==> config.mk <==
export PLATFORM = sky130hd
export DESIGN_NAME = dual_channel_trimmed_mean_sampler_flat
export DESIGN_NICKNAME = d
export VERILOG_FILES = /design/src/design/dctms_pkg.sv /design/src/design/dctms_in_if.sv /design/src/design/dctms_out_if.sv /design/src/design/dctms_batch.sv /design/src/design/dual_channel_trimmed_mean_sampler.sv /design/src/flat_wrapper.sv
export SDC_FILE = /design/constraint.sdc
export NUM_CORES = 1
export LEC_CHECK = 0
export ABC_AREA = 1
export BUFFER_PORTS_ARGS = -buffer_cell sky130_fd_sc_hd__buf_2
export CELL_PAD_IN_SITES_DETAIL_PLACEMENT = 1
export CELL_PAD_IN_SITES_GLOBAL_PLACEMENT = 2
export CORE_MARGIN = 10
export CORE_UTILIZATION = 35
export DETAILED_ROUTE_END_ITERATION = 10
export GPL_ROUTABILITY_DRIVEN = 0
export HOLD_SLACK_MARGIN = 0.05
export PLACE_DENSITY = 0.76
export SLEW_MARGIN = 30
export SYNTH_ARGS = -nofsm -noshare
export SYNTH_HDL_FRONTEND = slang
export SYNTH_SLANG_ARGS = --single-unit
==> constraint.sdc <==
create_clock -name clk_i -period 7 [get_ports clk_i]
set_clock_uncertainty 0.2 [all_clocks]
set_input_delay 0.7 -clock clk_i [delete_from_list [all_inputs] [get_ports clk_i]]
set_output_delay 0.7 -clock clk_i [all_outputs]
set_load 0.01 [all_outputs]
==> src/design/dctms_pkg.sv <==
package dctms_pkg;

  localparam int unsigned KEY_WINDOW_DEF  = 3;
  localparam int unsigned SAMPLE_BITS_DEF = 12;

  localparam int unsigned BATCH_LEN   = 18;
  localparam int unsigned BATCH_SHIFT = 4;
  localparam int unsigned BCNT_W      = 5;

  localparam int unsigned LIGHT_LEN   = 6;
  localparam int unsigned LIGHT_SHIFT = 2;
  localparam int unsigned LFILL_W     = 3;

  localparam int unsigned OUT_W  = 12;
  localparam int unsigned SLOT_W = 2;

  typedef enum logic [1:0] {
    CH_KEY   = 2'b01,
    CH_LIGHT = 2'b10
  } chan_e;

endpackage

==> src/design/dctms_in_if.sv <==
interface dctms_in_if #(
  parameter int unsigned SAMPLE_BITS = dctms_pkg::SAMPLE_BITS_DEF
) ();
  logic                   valid;
  logic                   ready;
  logic [SAMPLE_BITS-1:0] conv_value;
  logic                   conv_fail;
  logic                   tick_20ms;

  modport source (output valid, conv_value, conv_fail, tick_20ms, input ready);
  modport sink   (input valid, conv_value, conv_fail, tick_20ms, output ready);
endinterface

==> src/design/dctms_out_if.sv <==
interface dctms_out_if ();
  logic                         valid;
  logic                         ready;
  logic [dctms_pkg::OUT_W-1:0]  key_level;
  logic [dctms_pkg::OUT_W-1:0]  light_level;
  logic                         key_updated;
  logic                         light_updated;
  logic                         channel_select;

  modport source (output valid, key_level, light_level, key_updated, light_updated,
                  channel_select, input ready);
  modport sink   (input valid, key_level, light_level, key_updated, light_updated,
                  channel_select, output ready);
endinterface

==> src/design/dctms_batch.sv <==
module dctms_batch #(
  parameter int unsigned SAMPLE_BITS = dctms_pkg::SAMPLE_BITS_DEF
) (
  input  logic                   clk_i,
  input  logic                   rst_ni,
  input  logic                   en_i,
  input  logic [SAMPLE_BITS-1:0] value_i,
  input  logic                   fail_i,
  output logic                   done_o,
  output logic [SAMPLE_BITS-1:0] value_o
);
  import dctms_pkg::*;

  localparam int unsigned SUM_W = SAMPLE_BITS + 5;

  logic [BCNT_W-1:0]      cnt_q, cnt_d, cnt_inc;
  logic [SUM_W-1:0]       sum_q, sum_d, sum_inc, trimmed;
  logic [SAMPLE_BITS-1:0] min_q, min_d, min_n;
  logic [SAMPLE_BITS-1:0] max_q, max_d, max_n;
  logic                   full;

  always_comb begin
    cnt_inc = cnt_q + 1'b1;
    sum_inc = sum_q + SUM_W'(value_i);
    min_n   = (value_i < min_q) ? value_i : min_q;
    max_n   = (value_i > max_q) ? value_i : max_q;
    full    = (cnt_inc >= BCNT_W'(BATCH_LEN));
    trimmed = sum_inc - SUM_W'(min_n) - SUM_W'(max_n);

    done_o  = fail_i || full;
    value_o = fail_i ? '0 : SAMPLE_BITS'(trimmed >> BATCH_SHIFT);

    cnt_d = cnt_q;
    sum_d = sum_q;
    min_d = min_q;
    max_d = max_q;
    if (en_i) begin
      if (done_o) begin
        // close the batch, a failed conversion included
        cnt_d = '0;
        sum_d = '0;
        min_d = '1;
        max_d = '0;
      end else begin
        cnt_d = cnt_inc;
        sum_d = sum_inc;
        min_d = min_n;
        max_d = max_n;
      end
    end
  end

  always_ff @(posedge clk_i or negedge rst_ni) begin
    if (!rst_ni) begin
      cnt_q <= '0;
      sum_q <= '0;
      min_q <= '1;
      max_q <= '0;
    end else begin
      cnt_q <= cnt_d;
      sum_q <= sum_d;
      min_q <= min_d;
      max_q <= max_d;
    end
  end

endmodule

==> src/design/dual_channel_trimmed_mean_sampler.sv <==
// Channel  Dir  Handshake      Beat contents
// in_i     in   valid/ready    conv_value, conv_fail, tick_20ms
// out_o    out  valid/ready    key_level, light_level, key_updated, light_updated,
//                              channel_select
// cfg      in   cfg_we_i       key_pick_slot (cfg_wdata_i)
//
// One beat in, one beat out; a beat is taken every cycle while out_o keeps up.
// The batch and channel state update in the accepting cycle
// and the result register shows the new levels on the next edge.
// out_o stalls hold the result register and deassert in_i.ready only while a
// result is pending and not taken. Reset clears all state except the key window,
// whose slots are written before they are read; no clearing pass.
module dual_channel_trimmed_mean_sampler #(
  parameter int unsigned KEY_WINDOW  = dctms_pkg::KEY_WINDOW_DEF,
  parameter int unsigned SAMPLE_BITS = dctms_pkg::SAMPLE_BITS_DEF
) (
  input  logic                          clk_i,
  input  logic                          rst_ni,
  input  logic                          cfg_we_i,
  input  logic [dctms_pkg::SLOT_W-1:0]  cfg_wdata_i,
  dctms_in_if.sink                      in_i,
  dctms_out_if.source                   out_o
);
  import dctms_pkg::*;

  localparam int unsigned FILL_W = (KEY_WINDOW > 1) ? $clog2(KEY_WINDOW) : 1;
  localparam int unsigned LSUM_W = SAMPLE_BITS + 3;
  localparam logic [FILL_W-1:0] FILL_LAST = FILL_W'(KEY_WINDOW - 1);

  logic                   fire;
  logic                   bdone;
  logic [SAMPLE_BITS-1:0] bval;

  logic [SLOT_W-1:0]      pick_q;
  chan_e                  chan_q, chan_d;
  logic                   ovalid_q, ovalid_d;
  logic                   kupd_q, kupd_d, lupd_q, lupd_d;

  // key channel
  logic [1:0]             skip_q, skip_d, skip_inc;
  logic [FILL_W-1:0]      kfill_q, kfill_d, kidx, slot;
  logic [OUT_W-1:0]       window_q [KEY_WINDOW];
  logic [OUT_W-1:0]       key_out_q, key_out_d, pick_val;
  logic                   key_go, key_take, key_last;

  // light channel
  logic [LFILL_W-1:0]     lfill_q, lfill_d, lfill_inc;
  logic [LSUM_W-1:0]      lsum_q, lsum_d, lsum_n;
  logic [SAMPLE_BITS-1:0] lmin_q, lmin_d, lmin_n;
  logic [SAMPLE_BITS-1:0] lmax_q, lmax_d, lmax_n;
  logic [OUT_W-1:0]       light_out_q, light_out_d, light_val;
  logic                   light_go;

  assign in_i.ready = !ovalid_q || out_o.ready;
  assign fire       = in_i.valid && in_i.ready;

  dctms_batch #(
    .SAMPLE_BITS (SAMPLE_BITS)
  ) u_batch (
    .clk_i   (clk_i),
    .rst_ni  (rst_ni),
    .en_i    (fire),
    .value_i (in_i.conv_value),
    .fail_i  (in_i.conv_fail),
    .done_o  (bdone),
    .value_o (bval)
  );

  always_comb begin
    key_go   = bdone && (chan_q == CH_KEY);
    light_go = bdone && (chan_q == CH_LIGHT);

    // skip every other value unless the tick is set; a tick keeps a pending skip
    skip_inc = skip_q + 2'd1;
    skip_d   = skip_q;
    key_take = 1'b1;
    if (!in_i.tick_20ms) begin
      if (skip_inc < 2'd2) begin
        skip_d   = skip_inc;
        key_take = 1'b0;
      end else begin
        skip_d = '0;
      end
    end
    if (!key_go) skip_d = skip_q;

    kidx     = (kfill_q > FILL_LAST) ? '0 : kfill_q;
    key_last = (kidx == FILL_LAST);
    slot     = (32'(pick_q) >= KEY_WINDOW) ? FILL_LAST : FILL_W'(pick_q);
    // the slot being written this beat is not in the window yet: bypass it
    pick_val = (slot == kidx) ? OUT_W'(bval) : window_q[slot];

    kfill_d   = kfill_q;
    key_out_d = key_out_q;
    kupd_d    = 1'b0;
    if (key_go && key_take) begin
      kfill_d = key_last ? '0 : kidx + 1'b1;
      if (key_last) begin
        key_out_d = pick_val;
        kupd_d    = 1'b1;
      end
    end

    lfill_inc = lfill_q + 1'b1;
    lsum_n    = lsum_q + LSUM_W'(bval);
    lmin_n    = (bval < lmin_q) ? bval : lmin_q;
    lmax_n    = (bval > lmax_q) ? bval : lmax_q;
    light_val = OUT_W'((lsum_n - LSUM_W'(lmax_n) - LSUM_W'(lmin_n)) >> LIGHT_SHIFT);

    lfill_d     = lfill_q;
    lsum_d      = lsum_q;
    lmin_d      = lmin_q;
    lmax_d      = lmax_q;
    light_out_d = light_out_q;
    lupd_d      = 1'b0;
    if (light_go) begin
      lfill_d = lfill_inc;
      // drop the first value after switching
      if (lfill_inc >= LFILL_W'(2)) begin
        if (lfill_inc >= LFILL_W'(LIGHT_LEN + 1)) begin
          light_out_d = light_val;
          lupd_d      = 1'b1;
          lfill_d     = '0;
          lsum_d      = '0;
          lmin_d      = '1;
          lmax_d      = '0;
        end else begin
          lsum_d = lsum_n;
          lmin_d = lmin_n;
          lmax_d = lmax_n;
        end
      end
    end

    chan_d = chan_q;
    if (kupd_d) chan_d = CH_LIGHT;
    if (lupd_d) chan_d = CH_KEY;

    ovalid_d = ovalid_q;
    if (fire) begin
      ovalid_d = 1'b1;
    end else if (out_o.ready) begin
      ovalid_d = 1'b0;
    end
  end

  always_ff @(posedge clk_i or negedge rst_ni) begin
    if (!rst_ni) begin
      pick_q      <= '0;
      chan_q      <= CH_KEY;
      ovalid_q    <= 1'b0;
      kupd_q      <= 1'b0;
      lupd_q      <= 1'b0;
      skip_q      <= '0;
      kfill_q     <= '0;
      key_out_q   <= '0;
      lfill_q     <= '0;
      lsum_q      <= '0;
      lmin_q      <= '1;
      lmax_q      <= '0;
      light_out_q <= '0;
    end else begin
      if (cfg_we_i) pick_q <= cfg_wdata_i;
      ovalid_q <= ovalid_d;
      if (fire) begin
        chan_q      <= chan_d;
        kupd_q      <= kupd_d;
        lupd_q      <= lupd_d;
        skip_q      <= skip_d;
        kfill_q     <= kfill_d;
        key_out_q   <= key_out_d;
        lfill_q     <= lfill_d;
        lsum_q      <= lsum_d;
        lmin_q      <= lmin_d;
        lmax_q      <= lmax_d;
        light_out_q <= light_out_d;
      end
    end
  end

  always_ff @(posedge clk_i) begin
    if (fire && key_go && key_take) window_q[kidx] <= OUT_W'(bval);
  end

  // state only advances when no result is pending or the pending one is taken, so it is the result
  assign out_o.valid          = ovalid_q;
  assign out_o.key_level      = key_out_q;
  assign out_o.light_level    = light_out_q;
  assign out_o.key_updated    = kupd_q;
  assign out_o.light_updated  = lupd_q;
  assign out_o.channel_select = (chan_q == CH_LIGHT);

  a_one_update: assert property (@(posedge clk_i) disable iff (!rst_ni)
    out_o.valid |-> !(out_o.key_updated && out_o.light_updated))
    else $error("key and light published in the same beat");

  a_key_switch: assert property (@(posedge clk_i) disable iff (!rst_ni)
    (out_o.valid && out_o.key_updated) |-> out_o.channel_select)
    else $error("key publish did not switch to light");

  a_light_switch: assert property (@(posedge clk_i) disable iff (!rst_ni)
    (out_o.valid && out_o.light_updated) |-> !out_o.channel_select)
    else $error("light publish did not switch to key");

  a_result_follows: assert property (@(posedge clk_i) disable iff (!rst_ni)
    fire |=> out_o.valid)
    else $error("accepted beat produced no result");

endmodule

==> src/flat_wrapper.sv <==
// flat-port wrapper written by rule: the top's interface ports become plain ports
module dual_channel_trimmed_mean_sampler_flat import dctms_pkg::*;
#(
  parameter int unsigned KEY_WINDOW  = dctms_pkg::KEY_WINDOW_DEF,
  parameter int unsigned SAMPLE_BITS = dctms_pkg::SAMPLE_BITS_DEF
)
  (clk_i, rst_ni, cfg_we_i, cfg_wdata_i, in_i_valid, in_i_conv_value, in_i_conv_fail, in_i_tick_20ms, in_i_ready, out_o_valid, out_o_key_level, out_o_light_level, out_o_key_updated, out_o_light_updated, out_o_channel_select, out_o_ready);
  dctms_in_if #(.SAMPLE_BITS(SAMPLE_BITS)) in_i_i ();
  dctms_out_if out_o_i ();
  input  logic clk_i;
  input  logic rst_ni;
  input  logic cfg_we_i;
  input  logic [dctms_pkg::SLOT_W-1:0] cfg_wdata_i;
  input wire logic [$bits(in_i_i.valid)-1:0] in_i_valid;
  input wire logic [$bits(in_i_i.conv_value)-1:0] in_i_conv_value;
  input wire logic [$bits(in_i_i.conv_fail)-1:0] in_i_conv_fail;
  input wire logic [$bits(in_i_i.tick_20ms)-1:0] in_i_tick_20ms;
  output wire logic [$bits(in_i_i.ready)-1:0] in_i_ready;
  output wire logic [$bits(out_o_i.valid)-1:0] out_o_valid;
  output wire logic [$bits(out_o_i.key_level)-1:0] out_o_key_level;
  output wire logic [$bits(out_o_i.light_level)-1:0] out_o_light_level;
  output wire logic [$bits(out_o_i.key_updated)-1:0] out_o_key_updated;
  output wire logic [$bits(out_o_i.light_updated)-1:0] out_o_light_updated;
  output wire logic [$bits(out_o_i.channel_select)-1:0] out_o_channel_select;
  input wire logic [$bits(out_o_i.ready)-1:0] out_o_ready;
  assign in_i_i.valid = in_i_valid;
  assign in_i_i.conv_value = in_i_conv_value;
  assign in_i_i.conv_fail = in_i_conv_fail;
  assign in_i_i.tick_20ms = in_i_tick_20ms;
  assign in_i_ready = in_i_i.ready;
  assign out_o_valid = out_o_i.valid;
  assign out_o_key_level = out_o_i.key_level;
  assign out_o_light_level = out_o_i.light_level;
  assign out_o_key_updated = out_o_i.key_updated;
  assign out_o_light_updated = out_o_i.light_updated;
  assign out_o_channel_select = out_o_i.channel_select;
  assign out_o_i.ready = out_o_ready;
  dual_channel_trimmed_mean_sampler #(.KEY_WINDOW(KEY_WINDOW), .SAMPLE_BITS(SAMPLE_BITS)) u_core (.clk_i(clk_i), .rst_ni(rst_ni), .cfg_we_i(cfg_we_i), .cfg_wdata_i(cfg_wdata_i), .in_i(in_i_i), .out_o(out_o_i));
endmodule
# Yosys cells after proc, flatten, opt, wreduce, memory -nomap -nowiden
# Memories as Yosys holds them, arrays and structs flattened. A register that Yosys moved wholly into a read port is not among the register bits.
# Cells that the tools add are included.
# totals
reg_bits	111
mem_bits_rw	36
elab_cells	91
input_bits	21
out_inout_bits	29
memories	1
# memory_table
memory	depth	word_bits	rd	rd_clocked_by_memory_dff	write_ports	line	rtl
u_core.window_q	3	12	1	1	1	dual_channel_trimmed_mean_sampler.sv:42	logic [OUT_W-1:0] window_q [KEY_WINDOW];
# op_classes
eq_ne	3
reduce_logical	19
bitwise	1
n_addsub	10
n_mux	31
n_lt_le_gt_ge	10
# ops
op	n
2-to-1 mux 12 bit	9
subtractor 16 x 12 -> 16 bit	2
subtractor 14 x 12 -> 14 bit	2
> comparator 12 bit	2
less-than comparator 12 bit	2
adder 17 x 12 -> 17 bit	1
2-to-1 mux 17 bit	1
adder 15 x 12 -> 15 bit	1
2-to-1 mux 15 bit	1
2-to-1 mux 2 bit	6
2-to-1 mux 1 bit	11
AND reduction 3 bit	3
logical AND 1 bit	6
2-to-1 mux 3 bit	2
AND reduction 2 bit	3
adder 5 x 1 -> 5 bit (second input constant)	1
greater-or-equal comparator 5 bit (second input constant)	1
2-to-1 mux 5 bit	1
adder 2 x 1 -> 2 bit (second input constant)	2
equality test 2 bit (second input constant)	2
AND reduction 4 bit	1
nonzero test 2 bit	2
adder 3 x 1 -> 3 bit (second input constant)	1
greater-or-equal comparator 3 x 2 -> 1 bit (second input constant)	1
8 further kinds	10

# Depth between registers and ports, before layout
# depth
word_depth	9
mapped_depth	54
ltp_nobuf	52

# Cells and area by module
# From an unflattened synthesis, not the netlist that was laid out.
# unflattened
hier_cells	1500
area_unflattened_um2	11574.9
# modules_own_cells
module	area_each_um2	seq_area_each_um2	n_inst	cells_each
dual_channel_trimmed_mean_sampler	7169.4	2974.1	1	878
dctms_batch	4405.5	1141.1	1	622

# Worst setup path after synthesis
# OpenSTA, ideal clock, no wires.
# synth_timing
path_kind	input port to flip-flop
from	in in_i_conv_value[1]
to	reg u_core.light_out_q[9], in the netlist u_core.out_o.light_level[9]
stages	48
arrival_time_ns	6.993
required_time_ns	6.735
setup_ns	0.065
n_path_buf	2
slack_ns	-0.258
cell_sequence	ha_1 a21boi_0 o211ai_1 nand2_1 nand3_1 o2111ai_1 clkbuf_1 o21ai_0 inv_1 fa_1 ha_1 a21oi_1 nand2_1 nand2_1 nand2_1 nand2_1 inv_1 or2_1 (+12 left out) nand2_1 o21ai_0 ha_1 a21o_1 ha_1 inv_1 o21bai_1 a21oi_1 o21ai_1 nand2_1 nand2_1 nand2_1 nand2_1 nand3_1 nand2_1 xor2_1 nand2_1 nand2_1
# synth_via
elab_chain_cells	9
word_cells_on_any_way	15
cone_classes	add/sub (6); order compare (4); mux (5)
# synth_rtl
item	line	rtl
start, declared	flat_wrapper.sv:15	input wire logic [$bits(in_i_i.conv_value)-1:0] in_i_conv_value;
less-than comparator 12 bit	dctms_batch.sv:25	min_n = (value_i < min_q) ? value_i : min_q;
2-to-1 mux 12 bit	dctms_batch.sv:25	
subtractor 16 x 12 -> 16 bit	dctms_batch.sv:28	trimmed = sum_inc - SUM_W'(min_n) - SUM_W'(max_n);
subtractor 16 x 12 -> 16 bit *	dctms_batch.sv:28	
2-to-1 mux 12 bit *	dctms_batch.sv:31	value_o = fail_i ? '0 : SAMPLE_BITS'(trimmed >> BATCH_SHIFT);
named net u_core.bval[2]	dual_channel_trimmed_mean_sampler.sv:32	logic [SAMPLE_BITS-1:0] bval;
> comparator 12 bit	dual_channel_trimmed_mean_sampler.sv:107	lmax_n = (bval > lmax_q) ? bval : lmax_q;
2-to-1 mux 12 bit	dual_channel_trimmed_mean_sampler.sv:107	
subtractor 14 x 12 -> 14 bit	dual_channel_trimmed_mean_sampler.sv:108	light_val = OUT_W'((lsum_n - LSUM_W'(lmax_n) - LSUM_W'(lmin_n)) >> LIGHT_SHIFT);
subtractor 14 x 12 -> 14 bit *	dual_channel_trimmed_mean_sampler.sv:108	
end signal, assigned	dual_channel_trimmed_mean_sampler.sv:176	light_out_q <= light_out_d;
end, declared	dual_channel_trimmed_mean_sampler.sv:51	logic [OUT_W-1:0] light_out_q, light_out_d, light_val;
# Mark *: on every way through the listed nets, which the timed path passes. The rest lies on a longest branch.
# A chain may end at the register's enable or synchronous reset.

# Worst setup path after layout
# layout_timing
from	reg u_core.u_batch.min_q[1]
to	reg u_core.light_out_q[8], in the netlist u_core.out_o.light_level[8]
# layout_via
elab_chain_cells	9
word_cells_on_any_way	12
cone_classes	add/sub (5); order compare (3); mux (4)
# layout_rtl
item	line	rtl
start, declared	dctms_batch.sv:18	logic [SAMPLE_BITS-1:0] min_q, min_d, min_n;
start signal, assigned	dctms_batch.sv:62	min_q <= min_d;
less-than comparator 12 bit	dctms_batch.sv:25	
2-to-1 mux 12 bit *	dctms_batch.sv:25	
subtractor 16 x 12 -> 16 bit * (2 in series)	dctms_batch.sv:28	
2-to-1 mux 12 bit *	dctms_batch.sv:31	
named net u_core.bval[5]	dual_channel_trimmed_mean_sampler.sv:32	
> comparator 12 bit	dual_channel_trimmed_mean_sampler.sv:107	
2-to-1 mux 12 bit	dual_channel_trimmed_mean_sampler.sv:107	
subtractor 14 x 12 -> 14 bit	dual_channel_trimmed_mean_sampler.sv:108	
subtractor 14 x 12 -> 14 bit *	dual_channel_trimmed_mean_sampler.sv:108	
# Marked as above.

==> results.md <==
* Vias per cell at 4.97
* Clock transition at the registers of the reported paths at 0.07 ns
* TritonCTS clock tree: done
* Register area share after synthesis at 37.7%
* Max incr delay on CP at ~0.61 ns
* Die Wd at 197 µm
* Antenna violations before repair at 0
* Clk sinks at 156
* Flop and latch count out of synthesis at 156
* Synth top area cells: dfrtp_1 22%, ha_1 12%, nand2_1 11%
* CTS root buf: clkbuf_16
* Cells after Synth at 1317
* Die height at roughly 200 µm
* Min-delay worst type: input pin to asynchronous set/reset pin
* Met2 wire length at around 19000 µm
* Layout cells sized above 1 at a little under two fifths
* Post-Synth Adder-Cell Area at 16.3%
* Final period util at 102%
* Final Core Density at about half
* Slowest cell on the critical path: fa_1
* Status: finished with violations
* Worst setup margin at -0.166 ns
* Synth Cell Area at 10900 µm²
* Via count of the first global-routing pass at about 11000
* Crit path launch: u_core.u_batch.min_q[1]
* Wire length on met3 at 902 µm
* Final Max Tran Viols at 0
* Ports at 50
* H-tree depth at 4
* GRT Total Usage at 19.0%
* Crit end category: flip-flop
* Post-Synth XOR/XNOR Area at 2.73%
* Hold buffers post-CTS at 0
* Fin nets at 1790
* Row Count at 64
* Failing checks: setup timing
* Max Fclk at 140 MHz
* # port buffers at 49
* Met1 Wirelength at 15800 µm
* CP max FO at 8
* Final setup viols at 7
* Synthesized area per cell at 8.29 µm²
* Top layer in use: met4
* Post-route setup TNS at -0.734 ns
* Slew Limit Headroom at 43.6%
* Largest family of logic cells by synthesized area: simple AND/OR/NAND/NOR gates
* Mux share of post-synthesis cell area at 0%
* Detailed Route WL at 36200 µm
* RSZ-0062 raised after global routing: true
* Via count at 10200
* Pin count of the biggest net entering global routing at 64
* Diode count at 0
* Drc violations at 0
* Syn Nets at roughly 1500
* Routed Antenna Nets at 0
* Synth Area in Simple Gates at about 18%
* Core ar. at 30700 µm²
* DP Wirelength at 26000 µm
* Clock Tree Buf Depth at 2
* Wirelength per Cell at 17.7 µm
* Startpoint Class: flip-flop
* Library cells used by synthesis at 53
* Hold Fails Final Rpt at 0
* Cell taking the most area after synthesis: dfrtp_1
* Synthesis Warnings at 0
* Num CTS Buffers at 17
* Synth Area in Compound Gates at between 15 and 20%
* Worst path most repeated cell: nand2_2
* Initial Util at 35.6%
* Max-Cap Viols at 0
* Pre-antenna DRT Iters at 5
* DRT iter0 DRCs at between 400 and 500
* Final Critical Period at just over 7 ns
* Die area at 38600 µm²
* Worst EP arrival at 7.30 ns
* Area delta synth->final at 40.3%
* Worst Tran Pin Value at ~0.85 ns
* Total gr overflow at 0
* Worst skew pair latency at 0.46 ns
* Critical Path RT at 7.13 ns
* First-pass GRT wire length at ~59000 µm
* Kind of critical path: flip-flop to flip-flop
* Top cell type's share of synthesized area at 21.8%
* R2R Path Start: u_core.u_batch.min_q[1]
## cell type report
class | count | area [µm²]
inverters | 220 | 845
well taps | 396 | 495
multi-input cells | 909 | 6780
fillers | 3656 | 15400
flip-flops and latches | 156 | 4120
repair buffers | 336 | 2500
clock buffers | 19 | 433
clock inverters | 13 | 143
## worst paths after layout
| kind | endpoint | slack [ns] | cells after the start |
|---|---|---|---|
| min reg2reg | u_core.chan_q[0] | 0.28 | 2 |
| max | u_core.out_o.light_level[8] | -0.17 | 42 |
| min | u_core.u_batch.max_q[0] | 0.05 | 1 |
| max in group asynchronous | u_core.lsum_q[5] | 5.22 | 2 |
| min in group clk_i | u_core.pick_q[0] | 0.25 | 3 |
| max reg2reg | u_core.out_o.light_level[8] | -0.17 | 42 |
## metal layers
layer  vias up  track usage (%)
met1      5039             23.1
met3        48             3.00
met2       106             33.6
met4         0             6.12
met5         -                0
li1       4981                -
## worst max-delay path: cells and delay by family, from the launching register on
kind / cells / cell delay, ns
DFF: 1 / 0.54
AOI/OAI and AO/OA: 12 / 1.84
xor gates and xnor gates: 1 / 0.15
buffers and inverters: 7 / 0.61
and+or+nand+nor: 16 / 1.61
adders and majority gates: 6 / 2.11
## cell usage in the layout, fill, tap and decap left out, types with 22 or more instances in the layout
cell type,count
o22ai_1,32
a21oi_1,58
o21ai_1,23
buf_2,48
dfstp_2,25
dfrtp_1,95
nand2_1,282
buf_4,273
nor2_1,38
ha_4,27
nand2_2,40
o21ai_2,29
o21ai_0,39
ha_1,80
nand3_1,37
inv_1,190
edfxtp_1,36
inv_2,22
## Yosys cell counts, drive strengths merged
| master | n |
|---|---|
| o31ai | 4 |
| o211ai | 4 |
| nand3b | 1 |
| o21a | 6 |
| a2bb2oi | 2 |
| fa | 22 |
| or2 | 5 |
| o21ai | 101 |
| nor4 | 1 |
| a31o | 1 |
| dfrtp | 95 |
| a22o | 13 |
| a21boi | 3 |
| xnor2 | 13 |
| nor2 | 60 |
| o32ai | 1 |
| a21o | 6 |
| ha | 107 |
| nand3 | 51 |
| nand2 | 328 |
| o22ai | 43 |
| nor3 | 6 |
| inv | 219 |
| clkbuf | 15 |
| and2 | 2 |
| nand4 | 10 |
| clkinv | 1 |
| and3 | 1 |
| o2111ai | 2 |
| a21oi | 75 |
| edfxtp | 36 |
| a41o | 1 |
| a31oi | 11 |
| nor3b | 1 |
| buf | 17 |
| o21bai | 7 |
| dfstp | 25 |
| xor2 | 21 |
## state kept, by name (all words and copies together) (netlist names), 3 cells and up
signal,cells
u_core.lfill_q,3
u_core.out_o.light_level,12
u_core.u_batch.max_q,12
u_core.lmax_q,12
u_core.out_o.key_level,12
u_core.lsum_q,14
u_core.lmin_q,12
u_core.u_batch.cnt_q,5
u_core.window_q,36
u_core.u_batch.min_q,12
u_core.u_batch.sum_q,16
## repair_timing
| action | in CTS | in global routing |
|---|---|---|
| pin swaps | 75 | 76 |
| endpoints found under the setup margin | 12 | 12 |
| cloned | 1 | 0 |
| buffers inserted | 26 | 23 |
| resized for setup | 164 | 85 |
## per-stage QoR
stage               cells  setup WS (ns)  hold WS [ns]  cell area (µm²)
floorplan            1317        0.00261         0.204            11000
global placement     1970          -1.02         0.263            13400
detailed placement   1970          -1.16         0.265            13400
CTS                  2028         -0.147        0.0678            14800
global route         2049         -0.488         0.102            15300
finish               2049         -0.166        0.0512            15300
## cell families after synthesis
family | count (synthesis)
AND/OR/NAND/NOR | 466
AO/OA/AOI/OAI | 280
buffers and inverters | 252
flip-flops | 156
adder cells (fa/ha/maj) | 129
XOR/XNOR | 34
Power is not shown: default switching activity piles up to over one toggle a cycle in this logic, so the estimate is an artifact.
